==> src/sv/rvgi_pkg.sv <==
`timescale 1ns / 1ps
// ----------------------------------------------------------------------------
// rvgi_pkg
// Shared types, constants and helpers for the vertical grid-line ray walker.
// ----------------------------------------------------------------------------
package rvgi_pkg;

  // Map geometry
  localparam int MAP_ROWS_MAX = 32;
  localparam int MAP_COLS_MAX = 32;
  localparam int ROW_W        = $clog2(MAP_ROWS_MAX);
  localparam int COL_W        = $clog2(MAP_COLS_MAX);
  localparam int MAP_DEPTH    = MAP_ROWS_MAX * MAP_COLS_MAX;
  localparam int ADDR_W       = ROW_W + COL_W;
  localparam int CELL_W       = 2;

  // Fixed point: tile is 32 pixels, 8 fraction bits, so 2^13 LSBs a tile
  localparam int FRAC_BITS    = 8;
  localparam int TILE_SHIFT   = 5 + FRAC_BITS;
  localparam int POS_W        = 18;
  localparam int TAN_W        = 24;
  localparam int TAN_FRAC     = 16;
  localparam int COORD_W      = 20;   // saturating internal coordinate
  localparam int ROWCNT_W     = 6;
  localparam int TAG_W        = 10;

  // Commands
  localparam logic CMD_WRITE = 1'b0;
  localparam logic CMD_CAST  = 1'b1;

  // Cell kinds
  localparam logic [CELL_W-1:0] CELL_OPEN = 2'd0;
  localparam logic [CELL_W-1:0] CELL_WALL = 2'd1;
  localparam logic [CELL_W-1:0] CELL_VOID = 2'd2;

  typedef logic signed [COORD_W-1:0] coord_t;

  // Result status codes
  typedef enum logic [1:0] {
    ST_WALL     = 2'd0,
    ST_LEFT_MAP = 2'd1,
    ST_NONPOS   = 2'd2
  } status_e;

  // Controller to datapath
  typedef struct packed {
    logic    clear;     // clearing sweep, one map entry
    logic    wr_cell;   // write one cell from the input ports
    logic    load;      // capture a cast item
    logic    mul;       // first-line x and offset product
    logic    init;      // first y and y step
    logic    step;      // record probe point and advance one column
    logic    finish;    // produce the result
    status_e fin_status;
  } cmd_t;

  // Datapath to controller
  typedef struct packed {
    logic clear_last;
    logic nonpos;       // x or y at or below zero
    logic outside;      // beyond coordinate range or row count
    logic cell_wall;
    logic cell_open;
  } dp_stat_t;

  // Clamp a 24-bit signed sum to the internal coordinate range
  function automatic coord_t sat_coord(input logic signed [23:0] v);
    coord_t r;
    if (v > 24'sd524287) begin
      r = 20'sd524287;
    end else if (v < -24'sd524288) begin
      r = -20'sd524288;
    end else begin
      r = v[COORD_W-1:0];
    end
    return r;
  endfunction

endpackage

==> src/sv/rvgi_ram.sv <==
`timescale 1ns / 1ps
// ----------------------------------------------------------------------------
// rvgi_ram
// Generic single-write, single-read RAM with registered read data.
// ----------------------------------------------------------------------------
module rvgi_ram #(
  parameter int WIDTH = 2,
  parameter int DEPTH = 1024
) (
  input  logic                     clk,
  input  logic                     we,
  input  logic [$clog2(DEPTH)-1:0] waddr,
  input  logic [WIDTH-1:0]         wdata,
  input  logic [$clog2(DEPTH)-1:0] raddr,
  output logic [WIDTH-1:0]         rdata
);

  logic [WIDTH-1:0] mem [DEPTH];

  // Write port
  always_ff @(posedge clk) begin
    if (we) begin
      mem[waddr] <= wdata;
    end
  end

  // Registered read port
  always_ff @(posedge clk) begin
    rdata <= mem[raddr];
  end

endmodule

==> src/sv/rvgi_ctrl.sv <==
`timescale 1ns / 1ps
// ----------------------------------------------------------------------------
// rvgi_ctrl
// Sequencer: clearing sweep, item intake, set-up and the column walk.
// ----------------------------------------------------------------------------
module rvgi_ctrl (
  input  logic               clk,
  input  logic               rst,
  input  logic               start,
  input  logic               command,
  input  rvgi_pkg::dp_stat_t stat,
  output rvgi_pkg::cmd_t     cmd,
  output logic               busy,
  output logic               done
);

  typedef enum logic [5:0] {
    S_CLEAR = 6'b000001,
    S_IDLE  = 6'b000010,
    S_MUL   = 6'b000100,
    S_INIT  = 6'b001000,
    S_PROBE = 6'b010000,
    S_LOOK  = 6'b100000
  } state_t;

  state_t state, state_next;
  logic   look;

  assign look = (state == S_LOOK);
  assign busy = (state != S_IDLE);

  // Next state and commands
  always_comb begin
    state_next     = state;
    cmd            = '0;
    cmd.fin_status = rvgi_pkg::ST_WALL;
    unique case (state)
      S_CLEAR: begin
        cmd.clear = 1'b1;
        if (stat.clear_last) begin
          state_next = S_IDLE;
        end
      end
      S_IDLE: begin
        if (start) begin
          if (command == rvgi_pkg::CMD_CAST) begin
            cmd.load   = 1'b1;
            state_next = S_MUL;
          end else begin
            cmd.wr_cell = 1'b1;
          end
        end
      end
      S_MUL: begin
        cmd.mul    = 1'b1;
        state_next = S_INIT;
      end
      S_INIT: begin
        cmd.init   = 1'b1;
        state_next = S_PROBE;
      end
      S_PROBE, S_LOOK: begin
        // cell of the previous probe first, then the current point
        priority if (look && stat.cell_wall) begin
          cmd.finish     = 1'b1;
          cmd.fin_status = rvgi_pkg::ST_WALL;
          state_next     = S_IDLE;
        end else if (look && !stat.cell_open) begin
          cmd.finish     = 1'b1;
          cmd.fin_status = rvgi_pkg::ST_LEFT_MAP;
          state_next     = S_IDLE;
        end else if (stat.nonpos) begin
          cmd.finish     = 1'b1;
          cmd.fin_status = rvgi_pkg::ST_NONPOS;
          state_next     = S_IDLE;
        end else if (stat.outside) begin
          cmd.finish     = 1'b1;
          cmd.fin_status = rvgi_pkg::ST_LEFT_MAP;
          state_next     = S_IDLE;
        end else begin
          cmd.step   = 1'b1;
          state_next = S_LOOK;
        end
      end
      default: begin
        state_next = S_CLEAR;
      end
    endcase
  end

  // State and result strobe
  always_ff @(posedge clk) begin
    if (rst) begin
      state <= S_CLEAR;
      done  <= 1'b0;
    end else begin
      state <= state_next;
      done  <= cmd.finish;
    end
  end

endmodule

==> src/sv/rvgi_datapath.sv <==
`timescale 1ns / 1ps
// ----------------------------------------------------------------------------
// rvgi_datapath
// Map store, row-count register, coordinate arithmetic and result registers.
// ----------------------------------------------------------------------------
module rvgi_datapath (
  input  logic                                clk,
  input  logic                                rst,
  input  rvgi_pkg::cmd_t                      cmd,
  output rvgi_pkg::dp_stat_t                  stat,
  input  logic                                cfg_we,
  input  logic [rvgi_pkg::ROWCNT_W-1:0]       cfg_data,
  input  logic [rvgi_pkg::TAG_W-1:0]          ray_index,
  input  logic [rvgi_pkg::POS_W-1:0]          pos_x,
  input  logic [rvgi_pkg::POS_W-1:0]          pos_y,
  input  logic signed [rvgi_pkg::TAN_W-1:0]   tan_angle,
  input  logic                                facing_left,
  input  logic                                facing_up,
  input  logic [rvgi_pkg::ROW_W-1:0]          cell_row,
  input  logic [rvgi_pkg::COL_W-1:0]          cell_col,
  input  logic [rvgi_pkg::CELL_W-1:0]         cell_kind,
  output logic [rvgi_pkg::TAG_W-1:0]          ray_tag,
  output logic [1:0]                          status,
  output logic [rvgi_pkg::POS_W-1:0]          hit_x,
  output logic [rvgi_pkg::POS_W-1:0]          hit_y
);

  localparam int PROD_W = 15 + rvgi_pkg::TAN_W;   // offset x tangent
  localparam int STEP_W = rvgi_pkg::TAN_W + rvgi_pkg::TILE_SHIFT + 1;

  // Row-count register
  logic [rvgi_pkg::ROWCNT_W-1:0] map_row_count;
  logic [rvgi_pkg::ROWCNT_W-1:0] rows_eff;

  // Captured cast item
  logic [rvgi_pkg::TAG_W-1:0]        tag;
  logic [rvgi_pkg::POS_W-1:0]        px;
  logic [rvgi_pkg::POS_W-1:0]        py;
  logic signed [rvgi_pkg::TAN_W-1:0] tanv;
  logic                              left;
  logic                              up;

  // Walk state
  logic signed [PROD_W-1:0] prod;
  rvgi_pkg::coord_t          x;
  rvgi_pkg::coord_t          y;
  logic signed [20:0]        sy;
  logic [rvgi_pkg::POS_W-1:0] hx;
  logic [rvgi_pkg::POS_W-1:0] hy;

  // Clearing sweep
  logic [rvgi_pkg::ADDR_W-1:0] clr_cnt;

  // Map store ports
  logic                        ram_we;
  logic [rvgi_pkg::ADDR_W-1:0] ram_waddr;
  logic [rvgi_pkg::CELL_W-1:0] ram_wdata;
  logic [rvgi_pkg::ADDR_W-1:0] ram_raddr;
  logic [rvgi_pkg::CELL_W-1:0] ram_rdata;

  // Set-up arithmetic
  logic [rvgi_pkg::POS_W:0]         x0;
  logic signed [19:0]               dx_wide;
  logic signed [14:0]               dx;
  logic signed [PROD_W-1:0]         prod_rnd;
  logic signed [22:0]               y_off;
  rvgi_pkg::coord_t                 y0;
  logic signed [STEP_W-1:0]         tan_sh;
  logic signed [STEP_W-1:0]         sxtan;
  logic signed [STEP_W-1:0]         sxtan_rnd;
  rvgi_pkg::coord_t                 sy_sat;
  logic signed [20:0]               sy_fix;

  // Walk arithmetic
  logic signed [20:0]               sx;
  logic signed [rvgi_pkg::COORD_W-1:0] tx;
  rvgi_pkg::coord_t                 x_next;
  rvgi_pkg::coord_t                 y_next;

  // Row-count register, clamped on use
  always_ff @(posedge clk) begin
    if (rst) begin
      map_row_count <= 6'd32;
    end else if (cfg_we) begin
      map_row_count <= cfg_data;
    end
  end

  assign rows_eff = (map_row_count > rvgi_pkg::ROWCNT_W'(rvgi_pkg::MAP_ROWS_MAX))
                  ? rvgi_pkg::ROWCNT_W'(rvgi_pkg::MAP_ROWS_MAX) : map_row_count;

  // Clearing sweep address
  always_ff @(posedge clk) begin
    if (rst) begin
      clr_cnt <= '0;
    end else if (cmd.clear) begin
      clr_cnt <= clr_cnt + 1'b1;
    end
  end

  // Map store
  assign ram_we    = cmd.clear | cmd.wr_cell;
  assign ram_waddr = cmd.clear ? clr_cnt : {cell_row, cell_col};
  assign ram_wdata = cmd.clear ? rvgi_pkg::CELL_VOID : cell_kind;
  assign tx        = x - rvgi_pkg::COORD_W'(left);
  assign ram_raddr = {y[rvgi_pkg::TILE_SHIFT +: rvgi_pkg::ROW_W],
                      tx[rvgi_pkg::TILE_SHIFT +: rvgi_pkg::COL_W]};

  rvgi_ram #(
    .WIDTH (rvgi_pkg::CELL_W),
    .DEPTH (rvgi_pkg::MAP_DEPTH)
  ) u_map (
    .clk   (clk),
    .we    (ram_we),
    .waddr (ram_waddr),
    .wdata (ram_wdata),
    .raddr (ram_raddr),
    .rdata (ram_rdata)
  );

  // First vertical line and offset to it
  assign x0 = {1'b0, px[rvgi_pkg::POS_W-1:rvgi_pkg::TILE_SHIFT],
               rvgi_pkg::TILE_SHIFT'(0)}
            + (left ? 19'd0 : 19'(1 << rvgi_pkg::TILE_SHIFT));
  assign dx_wide = $signed({1'b0, x0}) - $signed({2'b00, px});
  assign dx      = dx_wide[14:0];

  // First y: py + round(offset * tan)
  assign prod_rnd = prod + PROD_W'(1 << (rvgi_pkg::TAN_FRAC - 1));
  assign y_off    = prod_rnd[PROD_W-1:rvgi_pkg::TAN_FRAC];
  assign y0       = rvgi_pkg::sat_coord($signed({6'd0, py}) + 24'(y_off));

  // Y step: round(sx * tan), then forced to the vertical facing
  assign tan_sh    = {tanv[rvgi_pkg::TAN_W-1], tanv, rvgi_pkg::TILE_SHIFT'(0)};
  assign sxtan     = left ? -tan_sh : tan_sh;
  assign sxtan_rnd = sxtan + STEP_W'(1 << (rvgi_pkg::TAN_FRAC - 1));
  assign sy_sat    = rvgi_pkg::sat_coord(
                       24'($signed(sxtan_rnd[STEP_W-1:rvgi_pkg::TAN_FRAC])));
  always_comb begin
    if ((up && sy_sat > 0) || (!up && sy_sat < 0)) begin
      sy_fix = -21'(sy_sat);
    end else begin
      sy_fix = 21'(sy_sat);
    end
  end

  // Column step
  assign sx     = left ? -21'sd8192 : 21'sd8192;
  assign x_next = rvgi_pkg::sat_coord(24'(x) + 24'(sx));
  assign y_next = rvgi_pkg::sat_coord(24'(y) + 24'(sy));

  // Status flags: sweep end, checks on the current point, cell read last
  assign stat.clear_last = (clr_cnt == '1);
  assign stat.nonpos     = (x <= 0) || (y <= 0);
  assign stat.outside    = (x > 20'sd262143) || (y > 20'sd262143) ||
                           ({1'b0, y[rvgi_pkg::TILE_SHIFT +: rvgi_pkg::ROW_W]} >= rows_eff);
  assign stat.cell_wall  = (ram_rdata == rvgi_pkg::CELL_WALL);
  assign stat.cell_open  = (ram_rdata == rvgi_pkg::CELL_OPEN);

  // Cast capture and walk registers
  always_ff @(posedge clk) begin
    if (cmd.load) begin
      tag  <= ray_index;
      px   <= pos_x;
      py   <= pos_y;
      tanv <= tan_angle;
      left <= facing_left;
      up   <= facing_up;
    end
    if (cmd.mul) begin
      prod <= dx * tanv;
      x    <= {1'b0, x0};
    end
    if (cmd.init) begin
      y  <= y0;
      sy <= sy_fix;
    end
    if (cmd.step) begin
      hx <= x[rvgi_pkg::POS_W-1:0];
      hy <= y[rvgi_pkg::POS_W-1:0];
      x  <= x_next;
      y  <= y_next;
    end
  end

  // Result registers
  always_ff @(posedge clk) begin
    if (cmd.finish) begin
      ray_tag <= tag;
      status  <= cmd.fin_status;
      if (cmd.fin_status == rvgi_pkg::ST_WALL) begin
        hit_x <= hx;
        hit_y <= hy;
      end else begin
        hit_x <= '0;
        hit_y <= '0;
      end
    end
  end

endmodule

==> src/sv/ray_vertical_grid_intersection.sv <==
`timescale 1ns / 1ps
// ----------------------------------------------------------------------------
// ray_vertical_grid_intersection
// Walks a ray on vertical grid lines of a 32x32 map until a wall or an exit.
// ----------------------------------------------------------------------------
// Use:
//   An item is taken when start is high and busy is low. command 0 writes
//   one map cell in that cycle and gives no result; busy stays low.
//   command 1 casts a ray: busy rises for the walk and one result appears
//   on ray_tag/status/hit_x/hit_y with done high for exactly one cycle.
//   The receiver cannot stall; a result must be taken on its strobe.
// Walk:
//   A cast passes a multiply state and a rounding state for set-up, then
//   reads map columns one after another until it stops. The registered map
//   read of one column overlaps the coordinate step to the next. A new item
//   may be taken in the cycle the strobe is shown.
// Reset:
//   rst (synchronous) clears control and sets map_row_count to 32. The map
//   is then swept to void, one entry a cycle, over all 1024 entries with busy
//   high; cfg_we writes are still taken during the sweep.
// ----------------------------------------------------------------------------
module ray_vertical_grid_intersection (
  input  logic                              clk,
  input  logic                              rst,
  input  logic                              start,
  output logic                              busy,
  input  logic                              command,
  input  logic [rvgi_pkg::TAG_W-1:0]        ray_index,
  input  logic [rvgi_pkg::POS_W-1:0]        pos_x,
  input  logic [rvgi_pkg::POS_W-1:0]        pos_y,
  input  logic signed [rvgi_pkg::TAN_W-1:0] tan_angle,
  input  logic                              facing_left,
  input  logic                              facing_up,
  input  logic [rvgi_pkg::ROW_W-1:0]        cell_row,
  input  logic [rvgi_pkg::COL_W-1:0]        cell_col,
  input  logic [rvgi_pkg::CELL_W-1:0]       cell_kind,
  input  logic                              cfg_we,
  input  logic [rvgi_pkg::ROWCNT_W-1:0]     cfg_data,
  output logic                              done,
  output logic [rvgi_pkg::TAG_W-1:0]        ray_tag,
  output logic [1:0]                        status,
  output logic [rvgi_pkg::POS_W-1:0]        hit_x,
  output logic [rvgi_pkg::POS_W-1:0]        hit_y
);

  rvgi_pkg::cmd_t     cmd;
  rvgi_pkg::dp_stat_t stat;

  // Sequencer
  rvgi_ctrl u_ctrl (
    .clk     (clk),
    .rst     (rst),
    .start   (start),
    .command (command),
    .stat    (stat),
    .cmd     (cmd),
    .busy    (busy),
    .done    (done)
  );

  // Datapath and map store
  rvgi_datapath u_dp (
    .clk         (clk),
    .rst         (rst),
    .cmd         (cmd),
    .stat        (stat),
    .cfg_we      (cfg_we),
    .cfg_data    (cfg_data),
    .ray_index   (ray_index),
    .pos_x       (pos_x),
    .pos_y       (pos_y),
    .tan_angle   (tan_angle),
    .facing_left (facing_left),
    .facing_up   (facing_up),
    .cell_row    (cell_row),
    .cell_col    (cell_col),
    .cell_kind   (cell_kind),
    .ray_tag     (ray_tag),
    .status      (status),
    .hit_x       (hit_x),
    .hit_y       (hit_y)
  );

endmodule

==> config.mk <==
export PLATFORM = sky130hd
export DESIGN_NAME = ray_vertical_grid_intersection
export DESIGN_NICKNAME = d
export VERILOG_FILES = /design/src/sv/rvgi_pkg.sv /design/src/sv/rvgi_ram.sv /design/src/sv/rvgi_ctrl.sv /design/src/sv/rvgi_datapath.sv /design/src/sv/ray_vertical_grid_intersection.sv
export SDC_FILE = /design/constraint.sdc
export NUM_CORES = 2
export LEC_CHECK = 0
export ABC_AREA = 1
export ABC_CLOCK_PERIOD_IN_PS = 30200
export BUFFER_PORTS_ARGS = -buffer_cell sky130_fd_sc_hd__buf_2
export CORE_ASPECT_RATIO = 0.7
export CORE_UTILIZATION = 60
export CTS_BUF_LIST = sky130_fd_sc_hd__clkbuf_8
export DETAILED_ROUTE_END_ITERATION = 7
export PLACE_DENSITY_LB_ADDON = 0.3
export SLEW_MARGIN = 40
export SYNTH_ARGS = -nofsm -noshare
export SYNTH_HDL_FRONTEND = slang
export SYNTH_SLANG_ARGS = --single-unit
export TNS_END_PERCENT = 10
==> constraint.sdc <==
create_clock -name clk -period 30.2 [get_ports clk]
set_input_delay 1.51 -clock clk [delete_from_list [all_inputs] [get_ports clk]]
set_output_delay 1.51 -clock clk [all_outputs]
set_load 0.01 [all_outputs]
==> results.yml <==
floorplan:
  initial_core_util: 0.605
  core_sq_um: 191000
  die-area_sq_um: 194000
  chipWidth_microns: 526
  fp.dieH_microns: 369
  rows: 134
  io_pins: 145
timing:
  max_freq_mhz: 110
  fin_skew_ns: 0.0479
  hold_viol_final: 0
  tightest_slew_ns: 1.07
  setup_viol: 0
  slew_violations: 0
  max_slew_margin: 0.284
  min_period_ns: 9.08
  rsz0062_at_grt: "no"
  period_share: 0.301
  finalSetupTns_ns: 0
clocking:
  clk_pin_slew_ns: 0.06
  cts_buffer_depth: 4
  cts_max_level: 5
  clock-root-buffer: "clkbuf_8"
  cts_resized: 0
  postCtsSetupRepairBufs: 0
  cts_hold_buf: 0
  cts_tree: "built"
  clk_latency_ns: 0.98
  numCtsBuffers: 347
  clock_sinks: 2314
setup_path:
  critPathKind: "reg -> reg"
  worstReg2RegStart: "u_dp.px[0]"
  max_stage_delay_ns: 0.72
  cpMostUsedCell: "inv_1"
  crit_slowest_cell: "edfxtp_1"
  worst-path-buf-inv: 7
  path_delay_family: "adder cells"
  crit_path_start_kind: "register"
  worstSetupEndpointType: "register"
  critPathRequiredTime_ns: 30.91
  arrival_ns: 9.79
  crit_start: "u_dp.px[0]"
  cp_max_fo: 25
yosys:
  yosysSeqAreaShare: 0.600
  async_reset_ff_frac: 0
  synth-simple-area-share: 0.166
  synth_top_family_by_area: "simple AND/OR/NAND/NOR gates"
  synth_top_area_frac: 0.596
  ys_ff_latch: 2314
  synth-xor-area-share: 0.0100
  synth_cell_types: 53
  synth.area.mux_share: 0
  synth_nets: 11800
  synthTopCellsByArea: "edfxtp_1, nor2_1, fa_1, nand3_1, nand2_1"
  synth_cells: 11200
  synth_edf_count: 2289
  yosysTopAreaCell: "edfxtp_1"
  synthFlopType: "edfxtp_1"
  yosysWarnings: 0
  syn_area_sq_um: 115000
  synth_compound_area_frac: 0.0787
  syn_area_per_cell_sq_um: 10.3
  yosys.area_share.adder: 0.0759
layout:
  final_nets: 11700
  final_core_util: 0.653
  drive_gt1_frac: 0.0745
  synthToLayoutAreaGrowth_pct: 7.91
  final_cell_mix: "edfxtp_1, nor2_1, inv_1"
  layout_commonest_cell: "edfxtp_1"
  instances_no_fill: 13900
placement:
  numPortBuffers: 144
  dp_cells: 13300
  place.gp.congestion: 0.946
  place_hpwl_microns: 197000
power:
  power_density_nw_per_um2: 49.9
  power.static_leakage_nw: 46.4
  ir_drop_v: 0.0000415
worst_hold_path:
  hp-start: "u_dp.tag[3]"
  hold_path_class: "reg -> reg"
drt:
  vias: 84700
  drt_iter0_drc: 13600
  drc: 0
  routed_wl_microns: 331000
  post_drt_wl_per_cell_microns: 23.9
  ant_nets: 0
  first_pass_iters: 6
  vias_per_cell: 6.10
grt:
  grt_usage: 0.337
  antenna_found_initial: 15
  first_global_vias: 79800
  overflow: 0
  grt_max_degree: 245
  grt_pass1_wl_microns: 489000
status:
  status: "finished clean"
run:
  drv_cap: 0
## path summary, 6_finish.rpt
kind                     end  slack [ns]  cells past startpoint
max reg2reg    u_dp.prod[33]       21.12                     35
max            u_dp.prod[33]       21.12                     35
min reg2reg  u_dp.ray_tag[3]        0.41                      0
min          u_dp.ray_tag[3]        0.41                      0
## per-layer routing
layer	share of wire	up-vias	global-route usage
met5	0.000039	-	0
met4	0.036	2	0.115
met3	0.14	764	0.0914
met2	0.42	5566	0.473
met1	0.40	40700	0.506
li1	-	37600	-
## cell type report
class	instances	area, sq um
sequential	2314	69200
inverter	1376	5200
tap	2516	3150
multi-input combinational	6771	38600
clock buffer	353	4860
clock inverter	251	1150
antenna	4	10.0
timing repair buffer	295	2350
fill	14600	66300
## per-stage QoR
stage	hold slack, ns	total power [mW]	cell area [sq um]	setup WS [ns]
floorplan	0.400	3.83	115000	15.18
global placement	0.401	3.93	118000	20.83
detailed placement	0.405	3.94	118000	20.90
CTS	0.390	6.21	124000	20.90
global route	0.386	6.36	125000	20.64
finish	0.409	6.21	125000	21.12
## logic make-up (layout without fill, tap and decap cells)
kind of cell	count (synthesis)	in the layout
xor gates and xnor gates	130	130
buffers and inverters	2087	2275
AOI/OAI and AO/OA	1536	1536
adders and majority gates	495	495
other	0	4
and+or+nand+nor	4610	4610
DFF	2314	2314
## state kept, by name, indices dropped and copies added, names as in the netlist
signal	flops
u_dp.up	1
u_dp.sy	21
u_ctrl.done	1
u_dp.ray_tag	10
u_dp.x	20
u_dp.u_map.rdata	2
u_ctrl.state	6
u_dp.hx	18
u_dp.clr_cnt	10
u_dp.hit_x	18
u_dp.prod	24
u_dp.px	18
u_dp.left	1
u_dp.py	18
u_dp.map_row_count	6
u_dp.status	2
u_dp.y	20
u_dp.tag	10
u_dp.hy	18
u_dp.tanv	24
u_dp.hit_y	18
u_dp.u_map.mem	2048
## worst register-to-register path: cells and delay by family, from the launching register on
| family | cells | cell delay, ns |
|---|---|---|
| simple gates | 15 | 2.91 |
| fa+ha+maj | 8 | 3.41 |
| compound gates | 4 | 0.99 |
| buf+inv | 7 | 0.75 |
| flops | 1 | 0.72 |
| xor+xnor | 1 | 0.08 |
## cells in the mapped netlist (3+ instances only)
library cell     n
nor2_4           6
buf_4            3
nand2_1       1386
nor4_1          35
nor3b_1          3
o21ai_1          6
or2_2           13
o21ai_0        665
o211ai_1       455
a21oi_1        313
o21a_1           6
nand3_1       1132
clkbuf_1       530
clkinv_1         5
xnor2_1         46
o221ai_1         5
buf_6            4
nand4_1         28
edfxtp_1      2289
xor2_1          83
fa_1           341
or3_1            3
nand2_4          6
buf_1           79
dfxtp_1         25
a211oi_1         5
nor2_2           5
ha_1           154
inv_1         1362
o21bai_1        51
o31ai_1          4
inv_2            9
nor3_1          36
nand3b_1         7
a31oi_1         11
buf_2           95
nand2_2         12
nor2_1        1934
## power breakdown
group | switching, mW | internal [mW]
registers | 0.00293 | 3.57
clock network | 1.22 | 1.11
logic | 0.270 | 0.0416
total | 1.49 | 4.72
Power figures use the tool's default switching activity.
